File: config.mk
export PLATFORM = sky130hd
export DESIGN_NAME = xms_memory_manager_flat
export DESIGN_NICKNAME = d
export VERILOG_FILES = /design/src/hdl/xmm_pkg.sv /design/src/hdl/xmm_if.sv /design/src/hdl/xms_memory_manager.sv /design/src/hdl/xmm_ram.sv /design/src/hdl/xmm_ctrl.sv /design/src/hdl/xmm_dp.sv /design/src/flat_wrapper.sv
export SDC_FILE = /design/constraint.sdc
export NUM_CORES = 2
export LEC_CHECK = 0
export BUFFER_PORTS_ARGS = -buffer_cell sky130_fd_sc_hd__buf_2
export CORE_MARGIN = 1
export CORE_UTILIZATION = 55
export CTS_CLUSTER_DIAMETER = 40
export CTS_CLUSTER_SIZE = 40
export DETAILED_ROUTE_END_ITERATION = 16
export GPL_ROUTABILITY_DRIVEN = 1
export HOLD_SLACK_MARGIN = 0.1
export PLACE_DENSITY = 0.77
export SYNTH_ARGS = -nofsm -noshare
export SYNTH_HDL_FRONTEND = slang
export SYNTH_SLANG_ARGS = --single-unit
export TNS_END_PERCENT = 30
File: constraint.sdc
create_clock -name clk -period 14.3 [get_ports clk]
set_input_delay 0 -clock clk [delete_from_list [all_inputs] [get_ports clk]]
set_output_delay 0 -clock clk [all_outputs]
set_load 0.05 [all_outputs]
File: src/hdl/xmm_pkg.sv
// ----------------------------------------------------------------------------
// xmm_pkg
// Types, constants and helper functions shared by the memory manager.
// ----------------------------------------------------------------------------
package xmm_pkg;

    localparam int HANDLE_COUNT       = 64;
    localparam int UPPER_BLOCKS       = 96;
    localparam int BLOCK_PARAGRAPHS   = 128;
    localparam int UPPER_BASE_SEGMENT = 49152;
    localparam int MAX_XMS_KB         = 8192;
    localparam int HMA_KB             = 64;

    localparam int CAP_PARAGRAPHS = UPPER_BLOCKS * BLOCK_PARAGRAPHS;
    localparam int HW  = $clog2(HANDLE_COUNT);
    localparam int UW  = $clog2(UPPER_BLOCKS);
    localparam int IW  = $clog2((HANDLE_COUNT > UPPER_BLOCKS ?
                                 HANDLE_COUNT : UPPER_BLOCKS) + 1);
    localparam int PW  = $clog2(CAP_PARAGRAPHS + 1);
    localparam int MW  = PW + 1;
    localparam int KW  = $clog2(MAX_XMS_KB + 1);
    localparam int LW  = (PW > 14 ? PW : 14) + 1;

    localparam int XMS_W = 14;
    localparam int UMB_W = 8;
    localparam int CFG_W = 14;

    localparam logic [MW-1:0] MARK_CHAIN = {{(MW-1){1'b1}}, 1'b0};

    localparam logic [1:0] CFG_XMS_LIMIT = 2'd0;
    localparam logic [1:0] CFG_UPPER_KB  = 2'd1;

    localparam logic [XMS_W-1:0] XMS_RESET = 14'd8192;
    localparam logic [UMB_W-1:0] UMB_RESET = 8'd192;

    localparam logic [7:0] CMD_VERSION     = 8'h00;
    localparam logic [7:0] CMD_HMA_REQ     = 8'h01;
    localparam logic [7:0] CMD_HMA_REL     = 8'h02;
    localparam logic [7:0] CMD_A20_GON     = 8'h03;
    localparam logic [7:0] CMD_A20_GOFF    = 8'h04;
    localparam logic [7:0] CMD_A20_LON     = 8'h05;
    localparam logic [7:0] CMD_A20_LOFF    = 8'h06;
    localparam logic [7:0] CMD_A20_QUERY   = 8'h07;
    localparam logic [7:0] CMD_FREE_QUERY  = 8'h08;
    localparam logic [7:0] CMD_ALLOC       = 8'h09;
    localparam logic [7:0] CMD_FREE_HANDLE = 8'h0A;
    localparam logic [7:0] CMD_UMB_REQ     = 8'h10;
    localparam logic [7:0] CMD_UMB_REL     = 8'h11;

    localparam logic [3:0] ST_OK          = 4'd0;
    localparam logic [3:0] ST_UNSUPPORTED = 4'd1;
    localparam logic [3:0] ST_NO_HMA      = 4'd2;
    localparam logic [3:0] ST_HMA_USED    = 4'd3;
    localparam logic [3:0] ST_HMA_FREE    = 4'd4;
    localparam logic [3:0] ST_NO_MEMORY   = 4'd5;
    localparam logic [3:0] ST_NO_HANDLE   = 4'd6;
    localparam logic [3:0] ST_BAD_HANDLE  = 4'd7;
    localparam logic [3:0] ST_SMALLER     = 4'd8;
    localparam logic [3:0] ST_NO_BLOCK    = 4'd9;
    localparam logic [3:0] ST_BAD_SEGMENT = 4'd10;

    localparam logic [15:0] VERSION_WORD  = 16'h0200;
    localparam logic [15:0] REVISION_WORD = 16'h0206;
    localparam logic [15:0] QUERY_LARGEST = 16'hFFFF;

    typedef enum logic [3:0] {
        S_IDLE, S_DISPATCH, S_HSCAN, S_URD, S_UEV, S_UEND, S_UDEC,
        S_UTAKE, S_RRD, S_REV, S_RFREE, S_FINISH
    } state_t;

    typedef enum logic [3:0] {
        OP_NONE, OP_LOAD, OP_HSTEP, OP_UEVAL, OP_UCLOSE, OP_UPREP,
        OP_UTAKE, OP_REVAL, OP_RFREE, OP_FINISH
    } dp_op_t;

    typedef struct packed {
        logic [7:0] cmd;
        logic       dx_all;
        logic       h_stop;
        logic       idx_last;
        logic       fit_found;
        logic       take_more;
        logic       r_hit;
        logic       free_more;
        logic       res_free;
    } dp_status_t;

    function automatic logic [PW-1:0] blk_size(input logic [IW-1:0] i,
                                               input logic [UMB_W-1:0] umk);
        logic [LW-1:0] total;
        logic [LW-1:0] start;
        logic [LW-1:0] rem;
        total = LW'(umk) << 6;
        if (total > LW'(CAP_PARAGRAPHS))
            total = LW'(CAP_PARAGRAPHS);
        start = LW'(i) * LW'(BLOCK_PARAGRAPHS);
        rem   = total - start;
        if (total <= start)
            return '0;
        else if (rem < LW'(BLOCK_PARAGRAPHS))
            return PW'(rem);
        else
            return PW'(BLOCK_PARAGRAPHS);
    endfunction

    function automatic logic [15:0] blk_seg(input logic [IW-1:0] i);
        logic [31:0] s;
        s = 32'(UPPER_BASE_SEGMENT) + 32'(i) * 32'(BLOCK_PARAGRAPHS);
        return s[15:0];
    endfunction

    function automatic logic [15:0] sat16(input logic [PW-1:0] v);
        if (32'(v) > 32'hFFFF)
            return 16'hFFFF;
        else
            return 16'(v);
    endfunction

endpackage

File: src/hdl/xmm_if.sv
// ----------------------------------------------------------------------------
// xmm_in_if / xmm_out_if
// Request and result channels with valid/ready handshake.
// ----------------------------------------------------------------------------
interface xmm_in_if;
    logic        valid;
    logic        ready;
    logic [7:0]  cmd;
    logic [15:0] dx_in;
    modport source (output valid, output cmd, output dx_in, input ready);
    modport sink   (input valid, input cmd, input dx_in, output ready);
endinterface

interface xmm_out_if;
    logic        valid;
    logic        ready;
    logic [15:0] ax_value;
    logic [15:0] bx_value;
    logic        bx_written;
    logic [15:0] dx_value;
    logic        dx_written;
    logic [3:0]  status;
    logic        status_written;
    modport source (output valid, output ax_value, output bx_value, output bx_written,
                    output dx_value, output dx_written, output status,
                    output status_written, input ready);
    modport sink   (input valid, input ax_value, input bx_value, input bx_written,
                    input dx_value, input dx_written, input status,
                    input status_written, output ready);
endinterface

File: src/hdl/xms_memory_manager.sv
// ----------------------------------------------------------------------------
// xms_memory_manager
// Extended and upper memory manager: one driver request per transaction.
//
//   channel   dir  handshake        payload
//   in_ch     in   valid/ready      cmd, dx_in
//   out_ch    out  valid/ready      ax/bx/dx values, write marks, status
//   cfg       in   cfg_we           cfg_index, cfg_data
//
// Allocate scans the handle table for a free handle; an upper block request
// scans all 96 table entries, then marks the blocks taken on a fit; release
// scans the entries up to the matching head, then frees the blocks on a hit.
// Reset and each write to the XMS limit or upper memory size clear all
// allocations at once. A result waits in the output register; the next
// request is accepted, but its result waits until that register is free.
// ----------------------------------------------------------------------------
module xms_memory_manager (
    input  logic                      clk,
    input  logic                      rst_n,
    xmm_in_if.sink                    in_ch,
    xmm_out_if.source                 out_ch,
    input  logic                      cfg_we,
    input  logic [1:0]                cfg_index,
    input  logic [xmm_pkg::CFG_W-1:0] cfg_data
);

    xmm_pkg::dp_op_t     op;
    xmm_pkg::dp_status_t st;

    xmm_ctrl u_ctrl (
        .clk      (clk),
        .rst_n    (rst_n),
        .in_valid (in_ch.valid),
        .in_ready (in_ch.ready),
        .st       (st),
        .op       (op)
    );

    xmm_dp u_dp (
        .clk            (clk),
        .rst_n          (rst_n),
        .op             (op),
        .st             (st),
        .in_cmd         (in_ch.cmd),
        .in_dx          (in_ch.dx_in),
        .cfg_we         (cfg_we),
        .cfg_index      (cfg_index),
        .cfg_data       (cfg_data),
        .out_ready      (out_ch.ready),
        .out_valid      (out_ch.valid),
        .ax_value       (out_ch.ax_value),
        .bx_value       (out_ch.bx_value),
        .bx_written     (out_ch.bx_written),
        .dx_value       (out_ch.dx_value),
        .dx_written     (out_ch.dx_written),
        .status         (out_ch.status),
        .status_written (out_ch.status_written)
    );

endmodule

File: src/hdl/xmm_ram.sv
// ----------------------------------------------------------------------------
// xmm_ram
// Generic single-write, single-read RAM with registered read data.
// ----------------------------------------------------------------------------
module xmm_ram #(
    parameter int WIDTH = 16,
    parameter int DEPTH = 64
) (
    input  logic                     clk,
    input  logic                     we,
    input  logic [$clog2(DEPTH)-1:0] waddr,
    input  logic [WIDTH-1:0]         wdata,
    input  logic [$clog2(DEPTH)-1:0] raddr,
    output logic [WIDTH-1:0]         rdata
);

    logic [WIDTH-1:0] mem [DEPTH];

    always_ff @(posedge clk)
    begin
        if (we)
        begin
            mem[waddr] <= wdata;
        end
        rdata <= mem[raddr];
    end

endmodule

File: src/hdl/xmm_ctrl.sv
// ----------------------------------------------------------------------------
// xmm_ctrl
// Sequencer: decodes the request and steps the datapath through scans.
// ----------------------------------------------------------------------------
module xmm_ctrl (
    input  logic               clk,
    input  logic               rst_n,
    input  logic               in_valid,
    output logic               in_ready,
    input  xmm_pkg::dp_status_t st,
    output xmm_pkg::dp_op_t    op
);

    xmm_pkg::state_t state_reg;
    xmm_pkg::state_t state_next;

    always_ff @(posedge clk or negedge rst_n)
    begin
        if (!rst_n)
        begin
            state_reg <= xmm_pkg::S_IDLE;
        end
        else
        begin
            state_reg <= state_next;
        end
    end

    always_comb
    begin
        state_next = state_reg;
        unique case (state_reg)
            xmm_pkg::S_IDLE:
                if (in_valid)
                    state_next = xmm_pkg::S_DISPATCH;
            xmm_pkg::S_DISPATCH:
                if (st.cmd == xmm_pkg::CMD_ALLOC)
                    state_next = xmm_pkg::S_HSCAN;
                else if (st.cmd == xmm_pkg::CMD_UMB_REQ)
                    state_next = xmm_pkg::S_URD;
                else if (st.cmd == xmm_pkg::CMD_UMB_REL)
                    state_next = xmm_pkg::S_RRD;
                else
                    state_next = xmm_pkg::S_FINISH;
            xmm_pkg::S_HSCAN:
                if (st.h_stop)
                    state_next = xmm_pkg::S_FINISH;
            xmm_pkg::S_URD:
                state_next = xmm_pkg::S_UEV;
            xmm_pkg::S_UEV:
                state_next = st.idx_last ? xmm_pkg::S_UEND : xmm_pkg::S_URD;
            xmm_pkg::S_UEND:
                state_next = xmm_pkg::S_UDEC;
            xmm_pkg::S_UDEC:
                state_next = (!st.dx_all && st.fit_found) ? xmm_pkg::S_UTAKE
                                                          : xmm_pkg::S_FINISH;
            xmm_pkg::S_UTAKE:
                if (!st.take_more)
                    state_next = xmm_pkg::S_FINISH;
            xmm_pkg::S_RRD:
                state_next = xmm_pkg::S_REV;
            xmm_pkg::S_REV:
                if (st.r_hit)
                    state_next = xmm_pkg::S_RFREE;
                else if (st.idx_last)
                    state_next = xmm_pkg::S_FINISH;
                else
                    state_next = xmm_pkg::S_RRD;
            xmm_pkg::S_RFREE:
                if (!st.free_more)
                    state_next = xmm_pkg::S_FINISH;
            xmm_pkg::S_FINISH:
                if (st.res_free)
                    state_next = xmm_pkg::S_IDLE;
            default:
                state_next = xmm_pkg::S_IDLE;
        endcase
    end

    always_comb
    begin
        op       = xmm_pkg::OP_NONE;
        in_ready = 1'b0;
        unique case (state_reg)
            xmm_pkg::S_IDLE:
            begin
                in_ready = 1'b1;
                if (in_valid)
                    op = xmm_pkg::OP_LOAD;
            end
            xmm_pkg::S_HSCAN:
                if (!st.h_stop)
                    op = xmm_pkg::OP_HSTEP;
            xmm_pkg::S_UEV:
                op = xmm_pkg::OP_UEVAL;
            xmm_pkg::S_UEND:
                op = xmm_pkg::OP_UCLOSE;
            xmm_pkg::S_UDEC:
                op = xmm_pkg::OP_UPREP;
            xmm_pkg::S_UTAKE:
                if (st.take_more)
                    op = xmm_pkg::OP_UTAKE;
            xmm_pkg::S_REV:
                op = xmm_pkg::OP_REVAL;
            xmm_pkg::S_RFREE:
                if (st.free_more)
                    op = xmm_pkg::OP_RFREE;
            xmm_pkg::S_FINISH:
                if (st.res_free)
                    op = xmm_pkg::OP_FINISH;
            default:
                op = xmm_pkg::OP_NONE;
        endcase
    end

endmodule

File: src/hdl/xmm_dp.sv
// ----------------------------------------------------------------------------
// xmm_dp
// Datapath: manager state, handle and upper block tables, result register.
// ----------------------------------------------------------------------------
module xmm_dp (
    input  logic                        clk,
    input  logic                        rst_n,
    input  xmm_pkg::dp_op_t             op,
    output xmm_pkg::dp_status_t         st,
    input  logic [7:0]                  in_cmd,
    input  logic [15:0]                 in_dx,
    input  logic                        cfg_we,
    input  logic [1:0]                  cfg_index,
    input  logic [xmm_pkg::CFG_W-1:0]   cfg_data,
    input  logic                        out_ready,
    output logic                        out_valid,
    output logic [15:0]                 ax_value,
    output logic [15:0]                 bx_value,
    output logic                        bx_written,
    output logic [15:0]                 dx_value,
    output logic                        dx_written,
    output logic [3:0]                  status,
    output logic                        status_written
);

    localparam int HC = xmm_pkg::HANDLE_COUNT;
    localparam int UB = xmm_pkg::UPPER_BLOCKS;
    localparam int HW = xmm_pkg::HW;
    localparam int UW = xmm_pkg::UW;
    localparam int IW = xmm_pkg::IW;
    localparam int PW = xmm_pkg::PW;
    localparam int MW = xmm_pkg::MW;
    localparam int KW = xmm_pkg::KW;

    logic [xmm_pkg::XMS_W-1:0] xms_reg, xms_next;
    logic [xmm_pkg::UMB_W-1:0] umk_reg, umk_next;
    logic                      a20_reg, a20_next;
    logic                      hma_reg, hma_next;
    logic [KW-1:0]             total_reg, total_next;
    logic [7:0]                cmd_reg, cmd_next;
    logic [15:0]               dx_reg, dx_next;
    logic [IW-1:0]             idx_reg, idx_next;
    logic                      hused_reg [HC];
    logic                      hused_next [HC];
    logic                      uvalid_reg [UB];
    logic                      uvalid_next [UB];
    logic                      in_run_reg, in_run_next;
    logic [PW-1:0]             run_reg, run_next;
    logic [UW-1:0]             head_reg, head_next;
    logic                      fit_reg, fit_next;
    logic [PW-1:0]             fit_len_reg, fit_len_next;
    logic [UW-1:0]             fit_head_reg, fit_head_next;
    logic [PW-1:0]             big_len_reg, big_len_next;
    logic [UW-1:0]             big_head_reg, big_head_next;
    logic [15:0]               rem_reg, rem_next;
    logic [PW-1:0]             tot_reg, tot_next;
    logic [MW-1:0]             par_reg, par_next;
    logic                      rdone_reg, rdone_next;

    logic                      res_valid_reg, res_valid_next;
    logic [15:0]               ax_reg, ax_next;
    logic [15:0]               bx_reg, bx_next;
    logic                      bxw_reg, bxw_next;
    logic [15:0]               dxo_reg, dxo_next;
    logic                      dxw_reg, dxw_next;
    logic [3:0]                st_reg, st_next;
    logic                      stw_reg, stw_next;

    logic                      hram_we;
    logic [15:0]               hram_rdata;
    logic                      uram_we;
    logic [UW-1:0]             uram_waddr;
    logic [MW-1:0]             uram_wdata;
    logic [MW-1:0]             uram_rdata;

    logic [HW-1:0]             hi;
    logic [UW-1:0]             ui;
    logic [MW-1:0]             mark;
    logic [PW-1:0]             sz;
    logic [15:0]               seg_cur;
    logic [KW-1:0]             lim;
    logic [KW:0]               used;
    logic [KW-1:0]             free_kb;
    logic                      h_found;
    logic                      alloc_ok;
    logic                      hrel_ok;
    logic                      r_hit;
    logic                      take_more;
    logic                      free_more;
    logic                      close_en;
    logic [PW-1:0]             close_run;
    logic [UW-1:0]             close_head;

    assign hi      = idx_reg[HW-1:0];
    assign ui      = idx_reg[UW-1:0];
    assign mark    = uvalid_reg[ui] ? uram_rdata : '0;
    assign sz      = xmm_pkg::blk_size(idx_reg, umk_reg);
    assign seg_cur = xmm_pkg::blk_seg(idx_reg);

    assign lim     = (32'(xms_reg) > 32'(xmm_pkg::MAX_XMS_KB)) ? KW'(xmm_pkg::MAX_XMS_KB)
                                                                : KW'(xms_reg);
    assign used    = (KW+1)'(total_reg) + (hma_reg ? (KW+1)'(xmm_pkg::HMA_KB) : '0);
    assign free_kb = (used < (KW+1)'(lim)) ? KW'((KW+1)'(lim) - used) : '0;

    assign h_found  = idx_reg != IW'(HC);
    assign alloc_ok = h_found && (dx_reg != '0) && (dx_reg <= 16'(free_kb));
    assign hrel_ok  = (dx_reg != '0) && (32'(dx_reg) < 32'(HC)) && hused_reg[dx_reg[HW-1:0]];
    assign r_hit    = (seg_cur == dx_reg) && (mark != '0) && (mark != xmm_pkg::MARK_CHAIN);
    assign take_more = (rem_reg != '0) && (idx_reg < IW'(UB));
    assign free_more = (par_reg != '0) && (idx_reg < IW'(UB));

    assign st.cmd       = cmd_reg;
    assign st.dx_all    = dx_reg == xmm_pkg::QUERY_LARGEST;
    assign st.h_stop    = !h_found || !hused_reg[hi];
    assign st.idx_last  = idx_reg == IW'(UB - 1);
    assign st.fit_found = fit_reg;
    assign st.take_more = take_more;
    assign st.r_hit     = r_hit;
    assign st.free_more = free_more;
    assign st.res_free  = !res_valid_reg || out_ready;

    assign hram_we    = (op == xmm_pkg::OP_FINISH) && (cmd_reg == xmm_pkg::CMD_ALLOC) && alloc_ok;
    assign uram_we    = ((op == xmm_pkg::OP_UTAKE) && take_more) ||
                        ((op == xmm_pkg::OP_FINISH) && (cmd_reg == xmm_pkg::CMD_UMB_REQ) &&
                         !st.dx_all && fit_reg);
    assign uram_waddr = (op == xmm_pkg::OP_UTAKE) ? ui : fit_head_reg;
    assign uram_wdata = (op == xmm_pkg::OP_UTAKE) ? xmm_pkg::MARK_CHAIN : MW'(tot_reg);

    xmm_ram #(.WIDTH(16), .DEPTH(HC)) u_hram (
        .clk   (clk),
        .we    (hram_we),
        .waddr (hi),
        .wdata (dx_reg),
        .raddr (dx_reg[HW-1:0]),
        .rdata (hram_rdata)
    );

    xmm_ram #(.WIDTH(MW), .DEPTH(UB)) u_uram (
        .clk   (clk),
        .we    (uram_we),
        .waddr (uram_waddr),
        .wdata (uram_wdata),
        .raddr (ui),
        .rdata (uram_rdata)
    );

    always_comb
    begin
        xms_next       = xms_reg;
        umk_next       = umk_reg;
        a20_next       = a20_reg;
        hma_next       = hma_reg;
        total_next     = total_reg;
        cmd_next       = cmd_reg;
        dx_next        = dx_reg;
        idx_next       = idx_reg;
        hused_next     = hused_reg;
        uvalid_next    = uvalid_reg;
        in_run_next    = in_run_reg;
        run_next       = run_reg;
        head_next      = head_reg;
        fit_next       = fit_reg;
        fit_len_next   = fit_len_reg;
        fit_head_next  = fit_head_reg;
        big_len_next   = big_len_reg;
        big_head_next  = big_head_reg;
        rem_next       = rem_reg;
        tot_next       = tot_reg;
        par_next       = par_reg;
        rdone_next     = rdone_reg;
        res_valid_next = res_valid_reg;
        ax_next        = ax_reg;
        bx_next        = bx_reg;
        bxw_next       = bxw_reg;
        dxo_next       = dxo_reg;
        dxw_next       = dxw_reg;
        st_next        = st_reg;
        stw_next       = stw_reg;
        close_en       = 1'b0;
        close_run      = run_reg;
        close_head     = head_reg;

        if (out_ready)
            res_valid_next = 1'b0;

        case (op)
            xmm_pkg::OP_LOAD:
            begin
                cmd_next     = in_cmd;
                dx_next      = in_dx;
                idx_next     = (in_cmd == xmm_pkg::CMD_ALLOC) ? IW'(1) : '0;
                in_run_next  = 1'b0;
                fit_next     = 1'b0;
                big_len_next = '0;
                tot_next     = '0;
                rdone_next   = 1'b0;
            end
            xmm_pkg::OP_HSTEP:
                idx_next = idx_reg + IW'(1);
            xmm_pkg::OP_UEVAL:
            begin
                if ((mark == '0) && (sz != '0))
                begin
                    in_run_next = 1'b1;
                    if (in_run_reg)
                        run_next = run_reg + sz;
                    else
                    begin
                        run_next  = sz;
                        head_next = ui;
                    end
                end
                else if (in_run_reg)
                begin
                    close_en    = 1'b1;
                    in_run_next = 1'b0;
                end
                idx_next = idx_reg + IW'(1);
            end
            xmm_pkg::OP_UCLOSE:
            begin
                close_en    = in_run_reg;
                in_run_next = 1'b0;
            end
            xmm_pkg::OP_UPREP:
            begin
                idx_next = IW'(fit_head_reg);
                rem_next = dx_reg;
            end
            xmm_pkg::OP_UTAKE:
            begin
                uvalid_next[ui] = 1'b1;
                tot_next        = tot_reg + sz;
                rem_next        = (32'(rem_reg) > 32'(sz)) ? 16'(32'(rem_reg) - 32'(sz)) : '0;
                idx_next        = idx_reg + IW'(1);
            end
            xmm_pkg::OP_REVAL:
                if (r_hit)
                begin
                    par_next   = mark;
                    rdone_next = 1'b1;
                end
                else
                    idx_next = idx_reg + IW'(1);
            xmm_pkg::OP_RFREE:
            begin
                uvalid_next[ui] = 1'b0;
                par_next        = (32'(par_reg) > 32'(sz)) ? MW'(32'(par_reg) - 32'(sz)) : '0;
                idx_next        = idx_reg + IW'(1);
            end
            xmm_pkg::OP_FINISH:
            begin
                res_valid_next = 1'b1;
                ax_next  = '0;
                bx_next  = '0;
                bxw_next = 1'b0;
                dxo_next = '0;
                dxw_next = 1'b0;
                st_next  = xmm_pkg::ST_OK;
                stw_next = 1'b1;
                case (cmd_reg)
                    xmm_pkg::CMD_VERSION:
                    begin
                        ax_next  = xmm_pkg::VERSION_WORD;
                        bx_next  = xmm_pkg::REVISION_WORD;
                        bxw_next = 1'b1;
                        dxo_next = (32'(lim) >= 32'(xmm_pkg::HMA_KB)) ? 16'd1 : 16'd0;
                        dxw_next = 1'b1;
                        stw_next = 1'b0;
                    end
                    xmm_pkg::CMD_HMA_REQ:
                        if (32'(lim) < 32'(xmm_pkg::HMA_KB))
                            st_next = xmm_pkg::ST_NO_HMA;
                        else if (hma_reg)
                            st_next = xmm_pkg::ST_HMA_USED;
                        else
                        begin
                            hma_next = 1'b1;
                            a20_next = 1'b1;
                            ax_next  = 16'd1;
                        end
                    xmm_pkg::CMD_HMA_REL:
                        if (!hma_reg)
                            st_next = xmm_pkg::ST_HMA_FREE;
                        else
                        begin
                            hma_next = 1'b0;
                            ax_next  = 16'd1;
                        end
                    xmm_pkg::CMD_A20_GON, xmm_pkg::CMD_A20_LON:
                    begin
                        a20_next = 1'b1;
                        ax_next  = 16'd1;
                    end
                    xmm_pkg::CMD_A20_GOFF, xmm_pkg::CMD_A20_LOFF:
                    begin
                        a20_next = 1'b0;
                        ax_next  = 16'd1;
                    end
                    xmm_pkg::CMD_A20_QUERY:
                        ax_next = {15'd0, a20_reg};
                    xmm_pkg::CMD_FREE_QUERY:
                    begin
                        ax_next  = 16'(free_kb);
                        dxo_next = 16'(free_kb);
                        dxw_next = 1'b1;
                    end
                    xmm_pkg::CMD_ALLOC:
                        if (alloc_ok)
                        begin
                            hused_next[hi] = 1'b1;
                            total_next     = total_reg + KW'(dx_reg);
                            dxo_next       = 16'(idx_reg);
                            dxw_next       = 1'b1;
                            ax_next        = 16'd1;
                        end
                        else
                            st_next = h_found ? xmm_pkg::ST_NO_MEMORY : xmm_pkg::ST_NO_HANDLE;
                    xmm_pkg::CMD_FREE_HANDLE:
                        if (hrel_ok)
                        begin
                            hused_next[dx_reg[HW-1:0]] = 1'b0;
                            total_next = total_reg - KW'(hram_rdata);
                            ax_next    = 16'd1;
                        end
                        else
                            st_next = xmm_pkg::ST_BAD_HANDLE;
                    xmm_pkg::CMD_UMB_REQ:
                        if (st.dx_all && (big_len_reg != '0))
                        begin
                            ax_next  = 16'd1;
                            bx_next  = xmm_pkg::blk_seg(IW'(big_head_reg));
                            bxw_next = 1'b1;
                            dxo_next = xmm_pkg::sat16(big_len_reg);
                            dxw_next = 1'b1;
                            stw_next = 1'b0;
                        end
                        else if (!st.dx_all && fit_reg)
                        begin
                            uvalid_next[fit_head_reg] = 1'b1;
                            ax_next  = 16'd1;
                            bx_next  = xmm_pkg::blk_seg(IW'(fit_head_reg));
                            bxw_next = 1'b1;
                            dxo_next = xmm_pkg::sat16(tot_reg);
                            dxw_next = 1'b1;
                            stw_next = 1'b0;
                        end
                        else
                        begin
                            dxo_next = xmm_pkg::sat16(big_len_reg);
                            dxw_next = 1'b1;
                            st_next  = (big_len_reg == '0) ? xmm_pkg::ST_NO_BLOCK
                                                           : xmm_pkg::ST_SMALLER;
                        end
                    xmm_pkg::CMD_UMB_REL:
                        if (rdone_reg)
                            ax_next = 16'd1;
                        else
                        begin
                            dxw_next = 1'b1;
                            st_next  = xmm_pkg::ST_BAD_SEGMENT;
                        end
                    default:
                        st_next = xmm_pkg::ST_UNSUPPORTED;
                endcase
            end
            default:
            begin
            end
        endcase

        if (close_en)
        begin
            if ((32'(close_run) >= 32'(dx_reg)) && (!fit_reg || (close_run < fit_len_reg)))
            begin
                fit_next      = 1'b1;
                fit_len_next  = close_run;
                fit_head_next = close_head;
            end
            if (close_run > big_len_reg)
            begin
                big_len_next  = close_run;
                big_head_next = close_head;
            end
        end

        if (cfg_we && ((cfg_index == xmm_pkg::CFG_XMS_LIMIT) ||
                       (cfg_index == xmm_pkg::CFG_UPPER_KB)))
        begin
            if (cfg_index == xmm_pkg::CFG_XMS_LIMIT)
                xms_next = cfg_data[xmm_pkg::XMS_W-1:0];
            else
                umk_next = cfg_data[xmm_pkg::UMB_W-1:0];
            hma_next   = 1'b0;
            total_next = '0;
            for (int h = 0; h < HC; h++)
                hused_next[h] = 1'b0;
            for (int u = 0; u < UB; u++)
                uvalid_next[u] = 1'b0;
        end
    end

    always_ff @(posedge clk or negedge rst_n)
    begin
        if (!rst_n)
        begin
            xms_reg       <= xmm_pkg::XMS_RESET;
            umk_reg       <= xmm_pkg::UMB_RESET;
            a20_reg       <= 1'b0;
            hma_reg       <= 1'b0;
            total_reg     <= '0;
            res_valid_reg <= 1'b0;
            for (int h = 0; h < HC; h++)
                hused_reg[h] <= 1'b0;
            for (int u = 0; u < UB; u++)
                uvalid_reg[u] <= 1'b0;
        end
        else
        begin
            xms_reg       <= xms_next;
            umk_reg       <= umk_next;
            a20_reg       <= a20_next;
            hma_reg       <= hma_next;
            total_reg     <= total_next;
            res_valid_reg <= res_valid_next;
            hused_reg     <= hused_next;
            uvalid_reg    <= uvalid_next;
        end
    end

    always_ff @(posedge clk)
    begin
        cmd_reg      <= cmd_next;
        dx_reg       <= dx_next;
        idx_reg      <= idx_next;
        in_run_reg   <= in_run_next;
        run_reg      <= run_next;
        head_reg     <= head_next;
        fit_reg      <= fit_next;
        fit_len_reg  <= fit_len_next;
        fit_head_reg <= fit_head_next;
        big_len_reg  <= big_len_next;
        big_head_reg <= big_head_next;
        rem_reg      <= rem_next;
        tot_reg      <= tot_next;
        par_reg      <= par_next;
        rdone_reg    <= rdone_next;
        ax_reg       <= ax_next;
        bx_reg       <= bx_next;
        bxw_reg      <= bxw_next;
        dxo_reg      <= dxo_next;
        dxw_reg      <= dxw_next;
        st_reg       <= st_next;
        stw_reg      <= stw_next;
    end

    assign out_valid      = res_valid_reg;
    assign ax_value       = ax_reg;
    assign bx_value       = bx_reg;
    assign bx_written     = bxw_reg;
    assign dx_value       = dxo_reg;
    assign dx_written     = dxw_reg;
    assign status         = st_reg;
    assign status_written = stw_reg;

endmodule

File: src/flat_wrapper.sv
// flat-port wrapper written by rule: the top's interface ports become plain ports
module xms_memory_manager_flat 
  (clk, rst_n, cfg_we, cfg_index, cfg_data, in_ch_valid, in_ch_cmd, in_ch_dx_in, in_ch_ready, out_ch_valid, out_ch_ax_value, out_ch_bx_value, out_ch_bx_written, out_ch_dx_value, out_ch_dx_written, out_ch_status, out_ch_status_written, out_ch_ready);
  xmm_in_if in_ch_i ();
  xmm_out_if out_ch_i ();
  input  logic clk;
  input  logic rst_n;
  input  logic cfg_we;
  input  logic [1:0] cfg_index;
  input  logic [xmm_pkg::CFG_W-1:0] cfg_data;
  input wire logic [$bits(in_ch_i.valid)-1:0] in_ch_valid;
  input wire logic [$bits(in_ch_i.cmd)-1:0] in_ch_cmd;
  input wire logic [$bits(in_ch_i.dx_in)-1:0] in_ch_dx_in;
  output wire logic [$bits(in_ch_i.ready)-1:0] in_ch_ready;
  output wire logic [$bits(out_ch_i.valid)-1:0] out_ch_valid;
  output wire logic [$bits(out_ch_i.ax_value)-1:0] out_ch_ax_value;
  output wire logic [$bits(out_ch_i.bx_value)-1:0] out_ch_bx_value;
  output wire logic [$bits(out_ch_i.bx_written)-1:0] out_ch_bx_written;
  output wire logic [$bits(out_ch_i.dx_value)-1:0] out_ch_dx_value;
  output wire logic [$bits(out_ch_i.dx_written)-1:0] out_ch_dx_written;
  output wire logic [$bits(out_ch_i.status)-1:0] out_ch_status;
  output wire logic [$bits(out_ch_i.status_written)-1:0] out_ch_status_written;
  input wire logic [$bits(out_ch_i.ready)-1:0] out_ch_ready;
  assign in_ch_i.valid = in_ch_valid;
  assign in_ch_i.cmd = in_ch_cmd;
  assign in_ch_i.dx_in = in_ch_dx_in;
  assign in_ch_ready = in_ch_i.ready;
  assign out_ch_valid = out_ch_i.valid;
  assign out_ch_ax_value = out_ch_i.ax_value;
  assign out_ch_bx_value = out_ch_i.bx_value;
  assign out_ch_bx_written = out_ch_i.bx_written;
  assign out_ch_dx_value = out_ch_i.dx_value;
  assign out_ch_dx_written = out_ch_i.dx_written;
  assign out_ch_status = out_ch_i.status;
  assign out_ch_status_written = out_ch_i.status_written;
  assign out_ch_i.ready = out_ch_ready;
  xms_memory_manager u_core (.clk(clk), .rst_n(rst_n), .in_ch(in_ch_i), .out_ch(out_ch_i), .cfg_we(cfg_we), .cfg_index(cfg_index), .cfg_data(cfg_data));
endmodule
# Word level (Yosys, flattened, before mapping)
# Memory sizes are Yosys's and may differ from the RTL's. A register that Yosys moved wholly into a read port is not among the register bits.
# Index checks and enable logic that the tools add are counted.
word_totals:
  regBits: 400
  mem_bits_rw: 2464
  in_bits: 45
  output_inout_bits: 57
  elab_cells: 505
  memories: 2
op_classes:
  addsub: 13
  order_cmp: 23
  eq_ne: 54
  mux: 134
  bitwise_logic: 13
  n_reduce_logical: 77
mem_list:
  columns: ["memory", "depth", "width", "read_ports", "rd_ports_with_merged_regs", "wr", "line", "rtl"]
  rows:
  - ["u_core.u_dp.u_uram.mem", 96, 15, 1, 1, 1, "xmm_ram.sv:17", "logic [WIDTH-1:0] mem [DEPTH];"]
  - ["u_core.u_dp.u_hram.mem", 64, 16, 1, 1, 1, "xmm_ram.sv:17", null]
ops:
  columns: ["op", "count"]
  rows:
  - ["$mux W96", 4]
  - ["$pmux W96 S3", 1]
  - ["$mux W64", 4]
  - ["$mux W14", 15]
  - ["$or A96 B96 Y96", 2]
  - ["$pmux W14 S10", 1]
  - ["$pmux W64 S2", 1]
  - ["$and A96 B96 Y96", 1]
  - ["$not A96 Y96", 1]
  - ["$and A64 B64 Y64", 1]
  - ["$not A64 Y64", 1]
  - ["$or A64 B64 Y64", 1]
  - ["$pmux W16 S2", 2]
  - ["$mux W15", 4]
  - ["$pmux W14 S2", 2]
  - ["$pmux W14 S4", 1]
  - ["$mux W4", 13]
  - ["$add A16 B14 Y16 const A", 3]
  - ["$mux W16", 3]
  - ["$pmux W4 S12", 1]
  - ["$mux W1", 47]
  - ["$add A14 B14 Y14", 3]
  - ["$pmux W4 S9", 1]
  - ["$eq A4 B3 Y1 const B", 8]
  - ["80 further kinds", 193]

# Logic depth before layout (Yosys ltp)
depth:
  word_depth: 15
  mapped_depth: 23
  depth_no_buf: 21

# Hierarchy
# Synthesis repeated with hierarchy kept, for this count alone.
unflattened:
  cells_unflattened: 6815
  area_unflattened_um2: 119473.3
by_module_without_submodules:
  columns: ["module", "instances", "cells_per_inst", "area_per_inst_um2"]
  rows:
  - ["xmm_ram (u_core.u_dp.u_uram)", 1, 2461, 55575.8]
  - ["xmm_ram (u_core.u_dp.u_hram)", 1, 1830, 40092.2]
  - ["xmm_dp", 1, 2454, 23242.3]
  - ["xmm_ctrl", 1, 70, 563.0]

# Worst setup path before layout
# Ideal clock, no wire load.
synth_timing:
  path_kind: "register to register"
  startpoint: "register u_core.u_dp.hma_reg"
  endpoint: "memory u_core.u_dp.u_hram.mem[32][0] (enable)"
  setup_ns: 0.384
  arrival_time_ns: 5.534
  t_required_ns: 13.916
  path_slack_ns: 8.382
  path_stages_with_launch: 24
  path_buffers: 3
  period_less_slack_ns: 5.918
  cell_sequence: "dfrtp_1 > ha_1 > ha_1 > nand3_1 > nor2_1 > xnor2_1 > ha_1 > nor2b_1 > o21ai_0 > o211ai_1 > a21oi_1 > clkbuf_1 > clkbuf_1 > nand2_1 > ha_1 > nand2_1 > nor2_1 > a2111oi_0 > o211a_1 > a22oi_1 > nor4_2 > buf_2 > nand3_1 > nor2_1"
synth_via:
  elab_chain_cells: 9
synth_lines:
  columns: ["element", "line", "rtl"]
  rows:
  - ["start: declaration", "xmm_dp.sv:38", "logic hma_reg, hma_next;"]
  - ["start signal: assignment", "xmm_dp.sv:423", "hma_reg <= hma_next;"]
  - ["$mux W7 (*)", "xmm_dp.sv:102", "assign used = (KW+1)'(total_reg) + (hma_reg ? (KW+1)'(xmm_pkg::HMA_KB) : '0);"]
  - ["$add A14 B7 Y15 (*)", "xmm_dp.sv:102", null]
  - ["$sub A14 B14 Y14 / $lt A15 B14 Y1 (equally long branches)", "xmm_dp.sv:103", "assign free_kb = (used < (KW+1)'(lim)) ? KW'((KW+1)'(lim) - used) : '0;"]
  - ["$mux W14 (*)", "xmm_dp.sv:103", null]
  - ["$le A16 B14 Y1 (*)", "xmm_dp.sv:106", "assign alloc_ok = h_found && (dx_reg != '0) && (dx_reg <= 16'(free_kb));"]
  - ["$logic_and A1 B1 Y1 (*)", "xmm_dp.sv:106", null]
  - ["$logic_and A1 B1 Y1 (*)", "xmm_dp.sv:122", "assign hram_we = (op == xmm_pkg::OP_FINISH) && (cmd_reg == xmm_pkg::CMD_ALLOC) && alloc_ok;"]
  - ["$mux W1 (*)", "xmm_ram.sv:21", "if (we)"]
  - ["$mux W1 (not written as such) (*)", "xmm_ram.sv:23", "mem[waddr] <= wdata;"]
  - ["end: declaration", "xmm_ram.sv:17", null]
# Every way passes the cells marked *; elsewhere a longest branch is shown, timed or not.

# Final worst setup path
layout_timing:
  startpoint: "register u_core.u_dp.xms_reg[13] (netlist name)"
  endpoint: "memory u_core.u_dp.u_hram.mem[34][11] (enable)"
layout_via:
  elab_chain_cells: 9
layout_lines:
  columns: ["element", "line", "rtl"]
  rows:
  - ["start: declaration", "xmm_dp.sv:35", "logic [xmm_pkg::XMS_W-1:0] xms_reg, xms_next;"]
  - ["start signal: assignment", "xmm_dp.sv:407", "xms_reg <= xmm_pkg::XMS_RESET;"]
  - ["start signal: assignment", "xmm_dp.sv:420", "xms_reg <= xms_next;"]
  - ["$gt A14 B14 Y1", "xmm_dp.sv:100", "assign lim = (32'(xms_reg) > 32'(xmm_pkg::MAX_XMS_KB)) ? KW'(xmm_pkg::MAX_XMS_KB)"]
  - ["$mux W14 (*)", "xmm_dp.sv:100", null]
  - ["$sub A14 B14 Y14 / $lt A15 B14 Y1 (equally long branches)", "xmm_dp.sv:103", null]
  - ["$mux W14 (*)", "xmm_dp.sv:103", null]
  - ["$le A16 B14 Y1 (*)", "xmm_dp.sv:106", null]
  - ["$logic_and A1 B1 Y1 (*)", "xmm_dp.sv:106", null]
  - ["$logic_and A1 B1 Y1 (*)", "xmm_dp.sv:122", null]
  - ["$mux W1 (*)", "xmm_ram.sv:21", null]
  - ["$mux W1 (not written as such) (*)", "xmm_ram.sv:23", null]
# Marks and branches as above.

==> flow_summary_export.csv <==
group,metric,value,unit
setup_path,arrival,7.90,ns
detailed_routing,drt_wl_total,264000,um
finish,utilization,62.8,%
finish,seqCellArea,0.0631,mm2
power,combPwrFrac,22.9,%
power,power_leakage,0.0326,uW
setup_path,start_kind,"flop",
worst_hold_path,hold_path_class,"in -> reg",
sta,timing.fmax,0.135,GHz
detailed_routing,drc,1,
sta,setup_viol,0,
synthesis,synth-async-reset-ratio,9.45,%
power,p_seq_share,41.7,%
job,max_cap_viol_count,0,
finish,nets,6263,
detailed_routing,drt-initial-drc-count,10549,
finish,fillCellCount,10833,
finish,multi_input_comb_area,0.0228,mm2
power,power_density,175,mW/mm2
sta,slew_viol_final,0,
floorplan,dieWidth,402,um
synthesis,syn_avg_cell_area,14.8,um2
detailed_routing,first_pass_iters,14,
synthesis,synth_seq_area_share,71.9,%
synthesis,synth-edff-count,1908,
clocking,numClockSinks,2149,
outcome,violations,"DRC",
synthesis,synth_cells,5918,
floorplan,initial_core_util,55.4,%
synthesis,ys_ff_latch,2149,
grt,grt.overflow.total,0,
power,clockPowerShare,35.5,%
placed_design,place_hpwl,156000,um
setup_path,cp_max_fo,18,
grt,antenna_found_initial,11,
detailed_routing,drtAntennaViolNets,0,
power,power.share.switching,33.3,%
synthesis,netlist_top_cells_area,"edfxtp_1 (65%), a22oi_1 (6.0%), dfrtp_1 (5.7%)",
setup_path,worstSetupEndpointType,"flop",
power,p_switching,5810,uW
synthesis,synth.top_cell.area_share,65.3,%
sta,fin_skew,0.0739,ns
finish,area.growth.synth_to_final,13.2,%
setup_path,crit_type,"reg -> reg",
sta,fin_crit_sh,51.9,%
power,p_int,11600,uW
grt,grt_max_degree,116,
setup_path,crit_path_frequent_cell,"nand2_1",
clocking,path_clk_slew,0.07,ns
detailed_routing,viasPerCell,7.10,
clocking,cts_root_buf,"clkbuf_16",
clocking,insertion_delay,0.87,ns
clocking,cts_max_level,4,
setup_path,cp.required,14.77,ns
power,power,17400,uW
outcome,status,"finished with violations",
setup_path,crit_buf_inv,2,
clocking,cts_max_path_buffers,3,
grt,grt_pass1_vias,56206,
floorplan,rows,146,
finish,largest_register_ffs,896,
setup_path,slowest_stage,"nor2_1",
clocking,cts_tree,"yes",
placed_design,port_buffers,92,
clocking,post_cts_buffers,0,
synthesis,yosysMostFrequentCell,"edfxtp_1",
detailed_routing,route.detailed.wl_per_inst,31.6,um
grt,grt_use_total,32.1,%
placed_design,postPlaceCellArea,0.0904,mm2
finish,drive_gt1_share,12.5,%
floorplan,die_area,0.161,mm2
grt,grt_pass1_wl,380000,um
sta,whs,0.149,ns
sta,relSlewSlack,7.46,%
clocking,cts_made_buffers,224,
synthesis,synth-main-ff-cell,"edfxtp_1",
synthesis,synth.distinct_cells,98,
finish,final_area,0.0994,mm2
sta,min_period,7.42,ns
sta,fin_setup_tns,0,ns
setup_path,critPathTopFamily,"compound AO/OA/AOI/OAI gates",
detailed_routing,route.vias.total,59374,
floorplan,die_h,402,um
synthesis,synth_common_cells,"edfxtp_1 (1908), a22oi_1 (705), nor2_1 (311), nand2_1 (286), o21ai_0 (247)",
setup_path,critPathMaxStageDelay,1.10,ns
synthesis,yosys_warnings,0,
sta,rsz0062_at_grt,"no",
synthesis,synthesis.area,0.0878,mm2
synthesis,synth_top_area_cell,"edfxtp_1",
floorplan,io_pins,102,
floorplan,core-area,0.158,mm2
placed_design,place_congestion,0.988,
setup_path,path_cells,"inv_1, nand2_1, ha_1, a2111oi_0, a21oi_1, o41ai_1, o21ai_0, a31oi_1, xnor2_1, nand2_1, ha_1, nand2_1, nor2_1, a2111oi_0, o211a_1, a22oi_1, nor4_4, buf_4, nand3_1, nor2_1",
sta,tightestPinTransition,1.38,ns
sta,final_hold_viol_count,0,
power,peakVddDrop,0.217,mV
path summary, 6_finish.rpt:
check / cells past startpoint / slack, ns / to / startpoint
max in group asynchronous: 5 / 12.49 / u_core.u_dp.uvalid_reg[13] / rst_n
min: 6 / 0.15 / u_core.u_ctrl.state_reg[0] / in_ch_valid
min in group asynchronous: 3 / 0.29 / u_core.u_dp.xms_reg[13] / rst_n
max: 20 / 6.88 / u_core.u_dp.u_hram.mem[34][11] / u_core.u_dp.xms_reg[13]
max reg2reg: 20 / 6.88 / u_core.u_dp.u_hram.mem[34][11] / u_core.u_dp.xms_reg[13]
min reg2reg: 0 / 0.45 / u_core.u_dp.fit_head_reg[2] / u_core.u_dp.close_head[2]
power groups by stage:
| stage | logic (uW) | registers (uW) | clock network (uW) |
|---|---|---|---|
| floorplan | 2220 | 7470 | 0 |
| global placement | 3740 | 7390 | 0 |
| detailed placement | 3790 | 7390 | 0 |
| CTS | 3830 | 7260 | 6180 |
| global route | 4100 | 7280 | 6440 |
| finish | 3990 | 7270 | 6180 |
cells by family (layout without fill, tap and decap cells):
family,Yosys count,count (layout),synth area share (%)
AOI/OAI and AO/OA,1863,1863,14.9
xor gates and xnor gates,75,75,0.748
adders and majority gates,125,125,1.83
buffers and inverters,489,834,2.44
DFF,2149,2149,71.9
muxes,130,130,2.18
other,2,34,0.00855
and+or+nand+nor,1085,1085,6.00
cell usage in the layout, fill, tap and decap left out, types with 27 or more instances in the layout:
cell / count
a41oi_1: 51
a21oi_1: 229
ha_1: 119
a22o_1: 111
edfxtp_1: 1908
mux2i_1: 39
nand4_1: 122
buf_2: 91
nor4_1: 36
and2_1: 27
o21ai_0: 246
o211ai_1: 74
nand3_1: 115
o22ai_1: 110
nor3_1: 28
mux4_2: 39
dlygate4sd3_1: 94
buf_4: 110
a22oi_1: 705
inv_1: 99
nand2_1: 285
inv_8: 35
conb_1: 31
mux2_2: 48
nor2_1: 302
xnor2_1: 51
clkbuf_16: 227
dfxtp_1: 38
nor2b_1: 35
a221oi_1: 104
dfrtp_1: 200
a31oi_1: 76
area by class of cell:
| cell class | count | share of cell area [%] |
|---|---|---|
| well taps | 2072 | 2.61 |
| clock inverters | 182 | 2.30 |
| diodes | 3 | 0.00755 |
| repair buffers | 302 | 2.38 |
| flip-flops and latches | 2149 | 63.5 |
| clock buffers | 243 | 5.82 |
| multi-input cells | 3309 | 23.0 |
| inverters | 107 | 0.407 |
layer usage:
layer,vias to the layer above,GRT usage (%),part of all wire [%]
met3,975,9.08,14
met2,5139,48.3,45
li1,24213,-,-
met4,14,16.6,6.1
met1,29033,42.6,35
met5,-,0,0.038
repair_timing:
action | CTS | global route
gates resized for setup | 0 | 0
endpoints found under the hold margin | 308 | 0
hold buffers | 95 | 0
setup endpoints to repair | 0 | 0
worst register-to-register path: cells and delay by family (launching register included):
family	cells	cell delay, ns
xor gates and xnor gates	1	0.20
adders and majority gates	2	0.71
AOI/OAI and AO/OA	8	2.67
DFF	1	0.39
buffers and inverters	2	0.88
and+or+nand+nor	7	2.18
per-stage QoR:
step | setup slack [ns] | std cells
floorplan | 8.38 | 5947
global placement | 7.22 | 7844
detailed placement | 6.99 | 7844
CTS | 7.01 | 8364
global route | 6.41 | 8364
finish | 6.88 | 8367
Note: power is estimated with default switching activity, not from simulation.
